**src/rtl/acrms_pkg.sv**
```systemverilog
// Shared constants, register codes and types for the AC cycle true-RMS block.
package acrms_pkg;

  localparam int SAMPLE_W   = 16;
  localparam int MAX_WINDOW = 256;
  localparam int WIN_W      = $clog2(MAX_WINDOW + 2);
  localparam int CNT_W      = $clog2(MAX_WINDOW + 1);
  localparam int GAIN_W     = 24;
  localparam int OFFSET_W   = 18;
  localparam int CYCLES_W   = 4;
  localparam int CFG_IDX_W  = 2;
  localparam int CFG_DATA_W = 24;
  localparam int SUM_W      = 48;
  localparam int RMS_W      = 20;
  localparam int MAG_W      = 20;
  localparam int PROD_W     = SAMPLE_W + GAIN_W + 1;
  localparam int SQ_W       = 2 * MAG_W;
  localparam int FRAC_SHIFT = 12;
  localparam int QUEUE_DEPTH = 2;
  localparam int QPTR_W     = $clog2(QUEUE_DEPTH);
  localparam int QCNT_W     = $clog2(QUEUE_DEPTH + 1);

  localparam logic [GAIN_W-1:0]          GAIN_RESET   = GAIN_W'(20972);
  localparam logic signed [OFFSET_W-1:0] OFFSET_RESET = '0;
  localparam logic [CYCLES_W-1:0]        CYCLES_RESET = CYCLES_W'(2);
  localparam logic [CYCLES_W-1:0]        CROSS_MAX    = '1;

  typedef enum logic [CFG_IDX_W-1:0] {
    REG_GAIN   = 2'd0,
    REG_OFFSET = 2'd1,
    REG_CYCLES = 2'd2
  } cfg_reg_t;

  typedef struct packed {
    logic [GAIN_W-1:0]          gain;
    logic signed [OFFSET_W-1:0] offset;
    logic [CYCLES_W-1:0]        cycles;
  } cfg_t;

  // Per-window summary handed from the front end to the back end.
  typedef struct packed {
    logic [SUM_W-1:0] sum;
    logic [CNT_W-1:0] count;
    logic             ok;
  } summary_t;

endpackage

```
**src/rtl/acrms_in_if.sv**
```systemverilog
// Sample input channel: valid/ready with one raw sample and the window-end mark.
interface acrms_in_if;
  import acrms_pkg::*;

  logic                       valid;
  logic                       ready;
  logic signed [SAMPLE_W-1:0] sample;
  logic                       last_sample;

  modport source (output valid, output sample, output last_sample, input ready);
  modport sink   (input valid, input sample, input last_sample, output ready);
endinterface

```
**src/rtl/acrms_out_if.sv**
```systemverilog
// Result output channel: valid/ready with rms, success and sample count.
interface acrms_out_if;
  import acrms_pkg::*;

  logic             valid;
  logic             ready;
  logic [RMS_W-1:0] rms;
  logic             success;
  logic [CNT_W-1:0] samples_used;

  modport source (output valid, output rms, output success, output samples_used,
                  input ready);
  modport sink   (input valid, input rms, input success, input samples_used,
                  output ready);
endinterface

```
**src/rtl/acrms_cfg_if.sv**
```systemverilog
// Configuration write channel: valid/ready with register index and data.
interface acrms_cfg_if;
  import acrms_pkg::*;

  logic                  valid;
  logic                  ready;
  logic [CFG_IDX_W-1:0]  index;
  logic [CFG_DATA_W-1:0] data;

  modport source (output valid, output index, output data, input ready);
  modport sink   (input valid, input index, input data, output ready);
endinterface

```
**src/rtl/acrms_front.sv**
```systemverilog
// Front end: crossing detection, window bookkeeping and scale/square/accumulate pipe.
module acrms_front
  import acrms_pkg::*;
(
  input  logic        clk,
  input  logic        rst,
  input  cfg_t        cfg,
  acrms_in_if.sink    samples,
  output logic        push_valid,
  input  logic        push_ready,
  output summary_t    push_data
);

  typedef struct packed {
    logic             acc;
    logic             last;
    logic             ok;
    logic [CNT_W-1:0] count;
  } ctrl_t;

  localparam logic signed [MAG_W+9:0] Q_LIMIT = (MAG_W+10)'((1 << MAG_W) - 1);

  // window state
  logic                       have_previous;
  logic signed [SAMPLE_W-1:0] previous_sample;
  logic [CYCLES_W-1:0]        crossings_seen;
  logic [CNT_W-1:0]           accumulated_count;
  logic [WIN_W-1:0]           window_length;
  logic [SUM_W-1:0]           square_sum;

  // pipeline stages
  logic                       a_valid, b_valid, c_valid, d_valid;
  ctrl_t                      a_ctrl, b_ctrl, c_ctrl, d_ctrl;
  logic signed [SAMPLE_W-1:0] a_sample;
  logic signed [PROD_W-1:0]   b_prod;
  logic [MAG_W-1:0]           c_mag;
  logic [SQ_W-1:0]            d_sq;

  logic                       advance;
  logic                       accept;
  logic [WIN_W-1:0]           window_length_next;
  logic                       in_window;
  logic                       crossing;
  logic [CYCLES_W-1:0]        crossings_next;
  logic                       acc_now;
  logic [CNT_W-1:0]           count_next;
  logic                       ok_now;
  logic signed [GAIN_W:0]     gain_s;
  logic signed [PROD_W-1:0]   rounded;
  logic signed [MAG_W+9:0]    q_off;
  logic signed [MAG_W+9:0]    q_sat;
  logic [MAG_W+9:0]           q_abs;
  logic [SUM_W:0]             sum_add;
  logic [SUM_W-1:0]           sum_next;

  assign push_valid     = d_valid && d_ctrl.last;
  assign advance        = !(push_valid && !push_ready);
  assign samples.ready  = advance;
  assign accept         = samples.valid && advance;

  always_comb begin
    window_length_next = (window_length <= WIN_W'(MAX_WINDOW)) ?
                         window_length + WIN_W'(1) : window_length;
    in_window      = window_length_next <= WIN_W'(MAX_WINDOW);
    crossing       = in_window && have_previous && (previous_sample <= 0) &&
                     (samples.sample > 0) && (crossings_seen != CROSS_MAX);
    crossings_next = crossing ? crossings_seen + CYCLES_W'(1) : crossings_seen;
    acc_now        = in_window && (crossings_next != '0) && (crossings_next <= cfg.cycles);
    count_next     = acc_now ? accumulated_count + CNT_W'(1) : accumulated_count;
    ok_now         = in_window && (cfg.cycles != '0) &&
                     ({1'b0, crossings_next} >= ({1'b0, cfg.cycles} + (CYCLES_W+1)'(1))) &&
                     (count_next != '0);
  end

  // Round Q.24 to Q.12 with halves up, add offset, clamp, take magnitude.
  always_comb begin
    gain_s  = $signed({1'b0, cfg.gain});
    rounded = (b_prod + PROD_W'(2048)) >>> FRAC_SHIFT;
    q_off   = (MAG_W+10)'(rounded) + (MAG_W+10)'(cfg.offset);
    if (q_off > Q_LIMIT) begin
      q_sat = Q_LIMIT;
    end else if (q_off < -Q_LIMIT) begin
      q_sat = -Q_LIMIT;
    end else begin
      q_sat = q_off;
    end
    q_abs = (q_sat < 0) ? $unsigned(-q_sat) : $unsigned(q_sat);
  end

  always_comb begin
    sum_add  = {1'b0, square_sum} + (SUM_W+1)'(d_sq);
    sum_next = square_sum;
    if (d_ctrl.acc) begin
      sum_next = sum_add[SUM_W] ? '1 : sum_add[SUM_W-1:0];
    end
  end

  assign push_data.sum   = sum_next;
  assign push_data.count = d_ctrl.count;
  assign push_data.ok    = d_ctrl.ok;

  always_ff @(posedge clk) begin
    if (rst) begin
      have_previous     <= 1'b0;
      previous_sample   <= '0;
      crossings_seen    <= '0;
      accumulated_count <= '0;
      window_length     <= '0;
      square_sum        <= '0;
      a_valid           <= 1'b0;
      b_valid           <= 1'b0;
      c_valid           <= 1'b0;
      d_valid           <= 1'b0;
    end else if (advance) begin
      a_valid <= accept;
      b_valid <= a_valid;
      c_valid <= b_valid;
      d_valid <= c_valid;
      if (accept) begin
        if (samples.last_sample) begin
          have_previous     <= 1'b0;
          previous_sample   <= '0;
          crossings_seen    <= '0;
          accumulated_count <= '0;
          window_length     <= '0;
        end else begin
          window_length     <= window_length_next;
          crossings_seen    <= crossings_next;
          accumulated_count <= count_next;
          if (in_window) begin
            previous_sample <= samples.sample;
            have_previous   <= 1'b1;
          end
        end
      end
      if (d_valid) begin
        square_sum <= d_ctrl.last ? '0 : sum_next;
      end
    end
  end

  // payload stages, no reset
  always_ff @(posedge clk) begin
    if (advance) begin
      a_sample    <= samples.sample;
      a_ctrl.acc  <= acc_now;
      a_ctrl.last <= samples.last_sample;
      a_ctrl.ok   <= ok_now;
      a_ctrl.count <= count_next;
      b_prod      <= a_sample * gain_s;
      b_ctrl      <= a_ctrl;
      c_mag       <= q_abs[MAG_W-1:0];
      c_ctrl      <= b_ctrl;
      d_sq        <= c_mag * c_mag;
      d_ctrl      <= c_ctrl;
    end
  end

endmodule

```
**src/rtl/acrms_queue.sv**
```systemverilog
// Short summary queue between the front end and the back end.
module acrms_queue
  import acrms_pkg::*;
(
  input  logic     clk,
  input  logic     rst,
  input  logic     push_valid,
  output logic     push_ready,
  input  summary_t push_data,
  output logic     pop_valid,
  input  logic     pop_ready,
  output summary_t pop_data
);

  summary_t          entries [QUEUE_DEPTH];
  logic [QPTR_W-1:0] wr_ptr;
  logic [QPTR_W-1:0] rd_ptr;
  logic [QCNT_W-1:0] fill;
  logic              do_push;
  logic              do_pop;

  assign push_ready = fill != QCNT_W'(QUEUE_DEPTH);
  assign pop_valid  = fill != '0;
  assign pop_data   = entries[rd_ptr];
  assign do_push    = push_valid && push_ready;
  assign do_pop     = pop_valid && pop_ready;

  always_ff @(posedge clk) begin
    if (rst) begin
      wr_ptr <= '0;
      rd_ptr <= '0;
      fill   <= '0;
    end else begin
      if (do_push) begin
        wr_ptr <= (wr_ptr == QPTR_W'(QUEUE_DEPTH - 1)) ? '0 : wr_ptr + QPTR_W'(1);
      end
      if (do_pop) begin
        rd_ptr <= (rd_ptr == QPTR_W'(QUEUE_DEPTH - 1)) ? '0 : rd_ptr + QPTR_W'(1);
      end
      if (do_push && !do_pop) begin
        fill <= fill + QCNT_W'(1);
      end else if (do_pop && !do_push) begin
        fill <= fill - QCNT_W'(1);
      end
    end
  end

  always_ff @(posedge clk) begin
    if (do_push) begin
      entries[wr_ptr] <= push_data;
    end
  end

endmodule

```
**src/rtl/acrms_back.sv**
```systemverilog
// Back end: bit-serial mean divide, two-bit-a-step integer root, result register.
module acrms_back
  import acrms_pkg::*;
(
  input  logic      clk,
  input  logic      rst,
  input  logic      pop_valid,
  output logic      pop_ready,
  input  summary_t  pop_data,
  acrms_out_if.source results
);

  typedef enum logic [1:0] {
    IDLE,
    DIV,
    ROOT,
    HOLD
  } state_t;

  localparam int STEP_W = $clog2(SUM_W);
  localparam logic [SUM_W-1:0] ROOT_BIT0 = SUM_W'(1) << (SUM_W - 2);

  state_t            state;
  logic [STEP_W-1:0] step;
  logic [SUM_W-1:0]  num;
  logic [CNT_W-1:0]  den;
  logic [CNT_W-1:0]  rem;
  logic [SUM_W-1:0]  root;
  logic [SUM_W-1:0]  rbit;

  logic [CNT_W:0]    rem_sh;
  logic              div_ge;
  logic [CNT_W:0]    rem_sub;
  logic [SUM_W:0]    trial;
  logic              root_ge;

  assign pop_ready = state == IDLE;

  always_comb begin
    rem_sh  = {rem, num[SUM_W-1]};
    div_ge  = rem_sh >= {1'b0, den};
    rem_sub = rem_sh - {1'b0, den};
    trial   = {1'b0, root} + {1'b0, rbit};
    root_ge = {1'b0, num} >= trial;
  end

  always_ff @(posedge clk) begin
    if (rst) begin
      state         <= IDLE;
      results.valid <= 1'b0;
    end else begin
      case (state)
        IDLE: begin
          if (pop_valid) begin
            den                  <= pop_data.count;
            results.success      <= pop_data.ok;
            if (pop_data.ok) begin
              results.samples_used <= pop_data.count;
              num   <= pop_data.sum;
              rem   <= '0;
              step  <= STEP_W'(SUM_W - 1);
              state <= DIV;
            end else begin
              results.rms          <= '0;
              results.samples_used <= '0;
              results.valid        <= 1'b1;
              state                <= HOLD;
            end
          end
        end
        DIV: begin
          num <= {num[SUM_W-2:0], div_ge};
          rem <= div_ge ? rem_sub[CNT_W-1:0] : rem_sh[CNT_W-1:0];
          if (step == '0) begin
            root  <= '0;
            rbit  <= ROOT_BIT0;
            step  <= STEP_W'(SUM_W / 2 - 1);
            state <= ROOT;
          end else begin
            step <= step - STEP_W'(1);
          end
        end
        ROOT: begin
          if (root_ge) begin
            num  <= num - trial[SUM_W-1:0];
            root <= (root >> 1) + rbit;
          end else begin
            root <= root >> 1;
          end
          rbit <= rbit >> 2;
          if (step == '0) begin
            state <= HOLD;
          end else begin
            step <= step - STEP_W'(1);
          end
        end
        HOLD: begin
          if (!results.valid) begin
            results.valid <= 1'b1;
            results.rms   <= (root > SUM_W'((1 << RMS_W) - 1)) ? '1 : root[RMS_W-1:0];
          end else if (results.ready) begin
            results.valid <= 1'b0;
            state         <= IDLE;
          end
        end
        default: begin
          state <= IDLE;
        end
      endcase
    end
  end

endmodule

```
**src/rtl/ac_cycle_true_rms_core.sv**
```systemverilog
// Top level of the AC cycle true-RMS block: config registers, front end, queue, back end.
//
// Streams signed converter samples, one beat per sample, and returns one result
// beat per capture window on the beat marked last_sample. Accumulation runs
// from the first positive-going zero crossing up to, not including, the
// crossing that completes `cycles` further full cycles; each sample is scaled
// by gain (Q.24 per LSB) and offset (Q.12), squared and summed. The result is
// floor(sqrt(sum / count)) in Q.12 with a success flag; a window with too few
// crossings, cycles set to zero, or more than 256 samples gives rms 0, success
// 0 and samples_used 0. Samples are accepted one per clock while the summary
// queue has room: the front end is a four-stage scale/square/accumulate pipe.
// Per window, the back end runs the bit-serial mean divide and then the integer
// root before it presents the result; a failed window skips both. A two-entry
// summary queue lets the front end keep taking samples while the back end
// works; windows shorter than one back-end pass, sent back to back, will
// stall the input once the queue fills. Configuration writes are taken every
// cycle and must only occur while idle.
module ac_cycle_true_rms_core
  import acrms_pkg::*;
(
  input  logic          clk,
  input  logic          rst,
  acrms_cfg_if.sink     cfg,
  acrms_in_if.sink      samples,
  acrms_out_if.source   results
);

  cfg_t     cfg_regs;
  logic     push_valid;
  logic     push_ready;
  summary_t push_data;
  logic     pop_valid;
  logic     pop_ready;
  summary_t pop_data;

  // Register writes never stall; indexes past the last register are dropped.
  assign cfg.ready = 1'b1;

  always_ff @(posedge clk) begin
    if (rst) begin
      cfg_regs.gain   <= GAIN_RESET;
      cfg_regs.offset <= OFFSET_RESET;
      cfg_regs.cycles <= CYCLES_RESET;
    end else if (cfg.valid) begin
      case (cfg.index)
        REG_GAIN:   cfg_regs.gain   <= cfg.data[GAIN_W-1:0];
        REG_OFFSET: cfg_regs.offset <= $signed(cfg.data[OFFSET_W-1:0]);
        REG_CYCLES: cfg_regs.cycles <= cfg.data[CYCLES_W-1:0];
        default: begin
        end
      endcase
    end
  end

  // Front end: crossing tracking and the per-sample accumulate pipe.
  acrms_front u_front (
    .clk        (clk),
    .rst        (rst),
    .cfg        (cfg_regs),
    .samples    (samples),
    .push_valid (push_valid),
    .push_ready (push_ready),
    .push_data  (push_data)
  );

  // Hold finished window summaries until the back end is free.
  acrms_queue u_queue (
    .clk        (clk),
    .rst        (rst),
    .push_valid (push_valid),
    .push_ready (push_ready),
    .push_data  (push_data),
    .pop_valid  (pop_valid),
    .pop_ready  (pop_ready),
    .pop_data   (pop_data)
  );

  // Back end: mean and root, then present the result beat.
  acrms_back u_back (
    .clk       (clk),
    .rst       (rst),
    .pop_valid (pop_valid),
    .pop_ready (pop_ready),
    .pop_data  (pop_data),
    .results   (results)
  );

endmodule

```
**src/flat_wrapper.sv**
```systemverilog
// flat-port wrapper written by rule: the top's interface ports become plain ports
module ac_cycle_true_rms_core_flat import acrms_pkg::*;
  (clk, rst, cfg_valid, cfg_index, cfg_data, cfg_ready, samples_valid, samples_sample, samples_last_sample, samples_ready, results_valid, results_rms, results_success, results_samples_used, results_ready);
  acrms_cfg_if cfg_i ();
  acrms_in_if samples_i ();
  acrms_out_if results_i ();
  input  logic clk;
  input  logic rst;
  input wire logic [$bits(cfg_i.valid)-1:0] cfg_valid;
  input wire logic [$bits(cfg_i.index)-1:0] cfg_index;
  input wire logic [$bits(cfg_i.data)-1:0] cfg_data;
  output wire logic [$bits(cfg_i.ready)-1:0] cfg_ready;
  input wire logic [$bits(samples_i.valid)-1:0] samples_valid;
  input wire logic [$bits(samples_i.sample)-1:0] samples_sample;
  input wire logic [$bits(samples_i.last_sample)-1:0] samples_last_sample;
  output wire logic [$bits(samples_i.ready)-1:0] samples_ready;
  output wire logic [$bits(results_i.valid)-1:0] results_valid;
  output wire logic [$bits(results_i.rms)-1:0] results_rms;
  output wire logic [$bits(results_i.success)-1:0] results_success;
  output wire logic [$bits(results_i.samples_used)-1:0] results_samples_used;
  input wire logic [$bits(results_i.ready)-1:0] results_ready;
  assign cfg_i.valid = cfg_valid;
  assign cfg_i.index = cfg_index;
  assign cfg_i.data = cfg_data;
  assign cfg_ready = cfg_i.ready;
  assign samples_i.valid = samples_valid;
  assign samples_i.sample = samples_sample;
  assign samples_i.last_sample = samples_last_sample;
  assign samples_ready = samples_i.ready;
  assign results_valid = results_i.valid;
  assign results_rms = results_i.rms;
  assign results_success = results_i.success;
  assign results_samples_used = results_i.samples_used;
  assign results_i.ready = results_ready;
  ac_cycle_true_rms_core u_core (.clk(clk), .rst(rst), .cfg(cfg_i), .samples(samples_i), .results(results_i));
endmodule
```
**config.mk**
```make
export PLATFORM = sky130hd
export DESIGN_NAME = ac_cycle_true_rms_core_flat
export DESIGN_NICKNAME = d
export VERILOG_FILES = /design/src/rtl/acrms_pkg.sv /design/src/rtl/acrms_in_if.sv /design/src/rtl/acrms_out_if.sv /design/src/rtl/acrms_cfg_if.sv /design/src/rtl/acrms_front.sv /design/src/rtl/acrms_queue.sv /design/src/rtl/acrms_back.sv /design/src/rtl/ac_cycle_true_rms_core.sv /design/src/flat_wrapper.sv
export SDC_FILE = /design/constraint.sdc
export NUM_CORES = 2
export LEC_CHECK = 0
export BUFFER_PORTS_ARGS = -buffer_cell sky130_fd_sc_hd__buf_2
export CAP_MARGIN = 0
export CORE_ASPECT_RATIO = 1.75
export CORE_MARGIN = 10
export CORE_UTILIZATION = 60
export CTS_BUF_LIST = sky130_fd_sc_hd__clkbuf_4 sky130_fd_sc_hd__clkbuf_8
export DETAILED_ROUTE_END_ITERATION = 7
export PLACE_DENSITY = 0.76
export SETUP_SLACK_MARGIN = 0.5
export SLEW_MARGIN = 10
export SYNTH_ARGS = -nofsm -noshare
export SYNTH_HDL_FRONTEND = slang
export SYNTH_SLANG_ARGS = --single-unit
```
**constraint.sdc**
```tcl
create_clock -name clk -period 16.9 [get_ports clk]
set_clock_uncertainty 0.15 [all_clocks]
set_input_delay 2.535 -clock clk [delete_from_list [all_inputs] [get_ports clk]]
set_output_delay 2.535 -clock clk [all_outputs]
set_load 0.01 [all_outputs]
```
== Word-level counts from Yosys, hierarchy flattened ==
Memory sizes are Yosys's and may differ from the RTL's. A register that Yosys moved wholly into a read port is not among the register bits.
Index checks and enable logic that the tools add are counted.

* Bits in writable memories: 116
* Output and inout bits: 33
* Bits of input ports: 48
* Register bits: 507
* Word-level logic and storage cells: 204
* Memories: 1

* Multiplexer cells: 59
* Order comparisons: 12
* Reductions and logical operators: 47
* Bitwise operators: 2
* Multiply operators: 2
* Add/sub/neg operators: 17
* Equal/unequal tests: 17

{| class="wikitable"
|+ Memories
! name !! words !! bits a word !! rd ports !! clocked after memory_dff !! wr ports !! line !! RTL
|-
| u_core.u_queue.entries || 2 || 58 || 1 || 1 || 1 || acrms_queue.sv:15 || <nowiki>summary_t entries [QUEUE_DEPTH];</nowiki>
|}

{| class="wikitable"
|+ Operator list
! cell !! count
|-
| two-way mux 48 bit || 9
|-
| case mux 48 bit (2 select lines) || 2
|-
| case mux 48 bit (3 select lines) || 1
|-
| two-way mux 20 bit || 5
|-
| two-way mux 9 bit || 7
|-
| two-way mux 30 bit || 2
|-
| adder 48 x 40 -> 49 bit || 1
|-
| adder 48 x 48 -> 49 bit || 1
|-
| >= comparator 48 x 49 -> 1 bit || 1
|-
| adder 47 x 48 -> 48 bit || 1
|-
| greater-than comparator 48 x 20 -> 1 bit (second input constant) || 1
|-
| subtractor 48 bit || 1
|-
| adder 41 x 13 -> 41 bit (second input constant) || 1
|-
| multiplier 16 x 25 -> 41 bit || 1
|-
| multiplier 20 x 20 -> 40 bit || 1
|-
| case mux 20 bit (2 select lines) || 1
|-
| two-way mux 16 bit || 2
|-
| adder 29 x 18 -> 30 bit || 1
|-
| greater-than comparator 30 x 21 -> 1 bit (second input constant) || 1
|-
| < comparator 30 x 1 -> 1 bit (second input constant) || 1
|-
| < comparator 30 x 21 -> 1 bit (second input constant) || 1
|-
| two-way mux 6 bit || 4
|-
| inequality test 2 bit (second input constant) || 11
|-
| negator 20 bit || 1
|-
| other kinds (37) || 98
|}

== Logic depth before layout (Yosys ltp) ==
* Depth after elaboration: 14
* Depth in mapped cells: 30
* Gate-level depth less buffers: 29

== Cells and area by module ==
Synthesis repeated with hierarchy kept, for this count alone.

* Cell total of the unflattened synthesis: 6089
* Area, all modules: 58826.4 um^2

{| class="wikitable"
|+ By module, submodules not included
! module !! cells each !! instances !! area each (um^2) !! sequential area each (um^2)
|-
| acrms_front || 4159 || 1 || 38134.1 || 6416.2
|-
| acrms_back || 1536 || 1 || 14308.7 || 5285.1
|-
| acrms_queue || 204 || 1 || 4404.2 || 3583.4
|-
| ac_cycle_true_rms_core || 190 || 1 || 1979.4 || 920.9
|}

== Worst setup path before layout ==
No wires, ideal clock.

* Kind: register to register
* Start: register u_core.u_front.d_ctrl[10] in the netlist's numbering
* End: memory u_core.u_queue.entries[1][0] in the netlist's numbering, enable pin
* Slack: 8299 ps
* Data required time: 16229 ps
* Arrival time: 7930 ps
* Stages on the path, launching flop included: 7
* Clock period less this slack: 8601 ps
* Buffers on the path: 3
* Setup time: 521 ps
* Cells stage by stage: edfxtp_1 -> clkbuf_1 -> nand4b_1 -> and2_1 -> clkbuf_1 -> clkbuf_1 -> and3_1

* Cells in the longest elaborated chain, start to end: 4

{| class="wikitable"
|+ RTL lines
! item !! line !! RTL
|-
| start, declared || acrms_front.sv:33 || <nowiki>ctrl_t a_ctrl, b_ctrl, c_ctrl, d_ctrl;</nowiki>
|-
| start signal, assigned || acrms_front.sv:155 || <nowiki>d_ctrl <= c_ctrl;</nowiki>
|-
| logical AND 1 bit || acrms_front.sv:56 || <nowiki>assign push_valid = d_valid && d_ctrl.last;</nowiki>
|-
| logical AND 1 bit || acrms_queue.sv:25 || <nowiki>assign do_push = push_valid && push_ready;</nowiki>
|-
| two-way mux 1 bit || acrms_queue.sv:49 || <nowiki>if (do_push) begin</nowiki>
|-
| two-way mux 1 bit (not written as such) || acrms_queue.sv:50 || <nowiki>entries[wr_ptr] <= push_data;</nowiki>
|-
| end, declared || acrms_queue.sv:15 ||
|}

No other way between the ends.

== Worst setup path after layout ==
* Start: register u_core.u_front.c_mag[4]
* End: register u_core.u_front.d_sq[38], data pin

* Cells in the longest elaborated chain, start to end: 1

{| class="wikitable"
|+ RTL lines
! item !! line !! RTL
|-
| start, declared || acrms_front.sv:36 || <nowiki>logic [MAG_W-1:0] c_mag;</nowiki>
|-
| start signal, assigned || acrms_front.sv:152 || <nowiki>c_mag <= q_abs[MAG_W-1:0];</nowiki>
|-
| multiplier 20 x 20 -> 40 bit || acrms_front.sv:154 || <nowiki>d_sq <= c_mag * c_mag;</nowiki>
|-
| end signal, assigned || acrms_front.sv:154 ||
|-
| end, declared || acrms_front.sv:37 || <nowiki>logic [SQ_W-1:0] d_sq;</nowiki>
|}

No other way between the ends.
A chain may end at the register's enable or synchronous reset.

==> flow_summary.rst <==
.. list-table::
   :header-rows: 1

   * - Metric
     - Value
   * - Outcome
     - finished, final reports clean
   * - Area occupied by multi-input gates
     - 0.0370 mm2
   * - Synth top area cells
     - edfxtp_1 (23%), fa_1 (21%), ha_1 (11%), inv_1 (5.1%), dfxtp_1 (5.1%)
   * - Worst-path cell with the longest stage delay
     - edfxtp_1
   * - Area grow syn2layout
     - 6.05%
   * - Critical Path Fanout Max
     - 19
   * - Via count of the first global-routing pass
     - 45400
   * - Clock tree from TritonCTS
     - done
   * - Clk slew on worst S/H paths
     - 0.07 ns
   * - Area share of and/or/nand/nor cells after synthesis
     - 15.3%
   * - Largest family of logic cells by synthesized area
     - adder cells
   * - Total half-perimeter wirelength after legalization and detailed placement
     - 109 mm
   * - Die area
     - 0.108 mm2
   * - Share of Yosys cell area claimed by the top area cell type
     - 23.3%
   * - Drt total wl
     - 141 mm
   * - Total via count after detailed routing
     - 43000
   * - Number of buffers and inverters on the critical path
     - 5
   * - Detailed-route vias per instance
     - 5.97
   * - Distinct cells, synth
     - 97
   * - GR Util met2
     - 48.9%
   * - Most frequently used cell type in the post-synthesis netlist
     - inv_1
   * - Hold Buf Count CTS
     - 0
   * - Met1 Track Usage GR
     - 27.6%
   * - Post-synth EDFFs
     - 443
   * - Area of all sequential standard cells
     - 0.0162 mm2
   * - Share of synthesized area spent on multiplexers
     - 1.00%
   * - Type of the worst setup path
     - reg2reg
   * - Setup Fix Bufs, Post-CTS
     - 0
   * - Net count after synthesis
     - 7057
   * - Count of buffers inserted at the top-level ports
     - 79
   * - Max-slew headroom at the worst pin
     - 14.1%
   * - Largest delay contributor family on the critical path
     - adder cells
   * - Synth Area in XOR/XNOR
     - 4.59%
   * - Sequential-to-total area share from yosys stat
     - 28.4%
   * - Count of warnings emitted by yosys
     - 0
   * - Standard-cell row count
     - 149
   * - I/O pin count
     - 81
   * - Number of resized instances in the post-cts repair step
     - 0
   * - Vertical die dimension
     - 428 um
   * - Worst Max-Slew Pin Slew
     - 1.29 ns
   * - Startpoint types
     - flop
   * - Number of nets with antenna violations after routing
     - 0
   * - Core Area
     - 0.0943 mm2
   * - Number of flip-flops and latches in the synthesized netlist
     - 588
   * - Top post-synthesis cells by count
     - inv_1 (778), nand2_1 (671), fa_1 (590)
   * - Antenna violations before repair
     - 9
   * - Final Net Count
     - 7025
   * - Data arrival time of the worst path
     - 8.81 ns
   * - Critical path's most frequent cell
     - fa_1
   * - Length of the first detailed-routing pass in iterations
     - 6
   * - Tightest Hold Check Type
     - reg2reg
   * - Total Negative Setup Slacks
     - 0 ns
   * - Max Clk Rate
     - 118 MHz
   * - Adder-Cell Fraction of Synth Area
     - 31.3%
   * - Number of buffers created by CTS
     - 90
   * - Minimum clock period
     - 8.47 ns
   * - Last weighted congestion value of the routability-driven placer
     - 0.943
   * - Synth Flop Type
     - edfxtp_1
   * - Setup violators final
     - 0
   * - Synthesized area per cell
     - 9.60 um2
   * - Summed instance area of the synthesized netlist
     - 0.0570 mm2
   * - Final count of hold timing violations
     - 0
   * - Number of stages on the worst setup path
     - 26
   * - Async set or reset register ratio after synthesis
     - 0%
   * - Number of max-slew violations in the final report
     - 0
   * - Maximum number of pins on one net before global-route repair
     - 86
   * - Hold Path Cell Cnt
     - 0
   * - Filler cell count in the final layout
     - 7620
   * - Number of design rule violations left after detail routing
     - 0
   * - Detailed router's first-iteration violation count
     - 2828
   * - Sum of overflow across all layers after global routing
     - 0
   * - Global-route wire length before repair
     - 229 mm
   * - Share of final-layout standard cells stronger than drive strength 1
     - 5.98%
   * - Clk root buf
     - clkbuf_8
   * - DIE WIDTH
     - 253 um
   * - Initial cell density of the core
     - 60.4%
   * - Number of cells on the worst reg-to-reg path
     - 26
   * - Largest stage delay on the critical path
     - 0.88 ns
   * - Number of standard cells after synthesis
     - 5936
   * - TritonCTS Sinks
     - 588
   * - Worst setup timing slack at the placement stage
     - 8.48 ns
   * - Global-route usage over all layers
     - 26.5%
   * - Clock insertion delay at the later pin of the skew report
     - 0.78 ns
   * - Complex-gate fraction of the synthesized area
     - 12.5%
   * - Critical Path End Type
     - flop
   * - Required time of the worst setup path
     - 17.24 ns
   * - Drt wl/cell
     - 19.6 um
   * - Final clock period utilization by the worst path
     - 50.1%
   * - Met3 GRT Util
     - 3.71%
   * - Max-cap check violation count
     - 0
   * - Most used routing layer in global routing
     - met2
   * - Minimum setup slack in the final design
     - 8.43 ns
   * - Setup repair after global routing missed its margin
     - no
   * - Longest Clk Path Bufs
     - 3
   * - Cell type with the highest aggregate area in the netlist
     - edfxtp_1
   * - Max H-tree Level
     - 3
-- area by class of cell --
cell class | instances | area share [%]
multi-input cells | 4324 | 61.2
flip-flops and latches | 588 | 26.8
inverters | 779 | 4.84
clock buffers | 119 | 2.51
well taps | 1208 | 2.50
repair buffers | 121 | 1.18
clock inverters | 51 | 0.909
diodes | 9 | 0.0373
-- worst paths after layout --
path                                                    startpoint                               endpoint  slack [ns]
worst max register to register   u_core.u_front.c_mag[4]$_DFFE_PN_      u_core.u_front.d_sq[38]$_DFFE_PN_        8.43
worst min register to register  u_core.u_front.c_ctrl[9]$_DFFE_PN_  u_core.u_front.push_data[0]$_DFFE_PN_        0.27
worst max-delay path             u_core.u_front.c_mag[4]$_DFFE_PN_      u_core.u_front.d_sq[38]$_DFFE_PN_        8.43
worst min-delay path            u_core.u_front.c_ctrl[9]$_DFFE_PN_  u_core.u_front.push_data[0]$_DFFE_PN_        0.27
-- registers in the layout (all words and copies together), names as in the netlist, 4 cells and up, named ones only --
name                                flops
u_core.u_queue.entries                116
u_core.u_back.num                      48
u_core.u_back.root                     48
u_core.u_front.square_sum              48
u_core.cfg_regs                        46
u_core.u_front.d_sq                    39
u_core.u_front.b_prod                  30
u_core.u_back.rbit                     24
u_core.u_back.results.rms              20
u_core.u_front.c_mag                   20
u_core.u_front.a_sample                16
u_core.u_front.previous_sample         16
u_core.u_front.a_ctrl                  12
u_core.u_front.b_ctrl                  12
u_core.u_front.c_ctrl                  12
u_core.u_front.push_data               10
u_core.u_back.den                       9
u_core.u_back.rem                       9
u_core.u_back.results.samples_used      9
u_core.u_front.accumulated_count        9
u_core.u_front.window_length            9
u_core.u_back.step                      6
u_core.u_front.crossings_seen           4
-- per-layer routing --
layer  part of all wire [%]  wire length (um)
met5                  0.015                21
met4                    7.1              9960
met3                    5.4              7680
met2                     53             74300
met1                     35             49000
-- worst reg2reg max path, cell delays in order (launching register included) --
cell and delay [ns]:
edfxtp_1 0.88, inv_1 0.28, nor2_1 0.19, fa_1 0.48, fa_1 0.52, inv_1 0.05
fa_1 0.52, inv_1 0.06, fa_1 0.52, fa_1 0.44, fa_1 0.54, inv_1 0.05
fa_1 0.52, inv_1 0.04, ha_1 0.35, a21oi_1 0.17, nor2b_1 0.06, o21ai_0 0.13
nand2b_1 0.10, a221o_1 0.33, a31oi_1 0.37, o21ai_0 0.28, a41oi_1 0.33, a211oi_1 0.17
a211oi_1 0.38, a21oi_1 0.14, xor2_1 0.15
-- placed cells by master (no fill, tap or decap), types with 19 or more instances in the layout --
cell | netlist | final
nor3_1 | 57 | 57
buf_4 | 4 | 43
and2_1 | 262 | 262
buf_2 | 2 | 78
edfxtp_1 | 443 | 443
nand4_1 | 44 | 44
o22a_1 | 20 | 20
inv_1 | 778 | 778
o21a_1 | 56 | 56
a211oi_1 | 88 | 87
clkbuf_4 | 0 | 19
fa_1 | 590 | 590
nand2b_1 | 70 | 70
nor4_1 | 22 | 22
a31oi_1 | 68 | 68
clkbuf_8 | 0 | 100
a21oi_1 | 324 | 322
nand3_1 | 82 | 82
xnor2_1 | 174 | 174
dfxtp_1 | 145 | 144
o21ai_0 | 160 | 160
or3_1 | 39 | 39
and3_1 | 50 | 49
ha_1 | 483 | 480
a21o_1 | 99 | 99
nand2_1 | 671 | 671
o21bai_1 | 39 | 39
mux2i_1 | 39 | 39
nor2_1 | 360 | 358
a22oi_1 | 71 | 71
nor2b_1 | 88 | 88
xor2_1 | 121 | 121
-- cell families (layout without fill, tap and decap cells) --
| logic type | Yosys count | in the layout |
|---|---|---|
| AOI/OAI and AO/OA | 1087 | 1087 |
| xor gates and xnor gates | 297 | 297 |
| adders and majority gates | 1073 | 1073 |
| buffers and inverters | 1024 | 1070 |
| DFF | 588 | 588 |
| muxes | 55 | 55 |
| other | 1 | 10 |
| and+or+nand+nor | 1811 | 1811 |
-- per-stage QoR --
step / instance area (um2) / utilization, % / hold slack (ns) / cells
detailed placement: 58300 / 61.8 / 0.255 / 7020
CTS: 60400 / 64.0 / 0.270 / 7190
global route: 60400 / 64.0 / 0.277 / 7191
floorplan: 57000 / - / 0.250 / 5936
global placement: 58300 / 61.8 / 0.252 / 7020
finish: 60400 / 64.1 / 0.269 / 7199
Power is left out: the tool's default activity adds up to more than one toggle a clock period on the data nets, which glitch-free logic cannot reach.
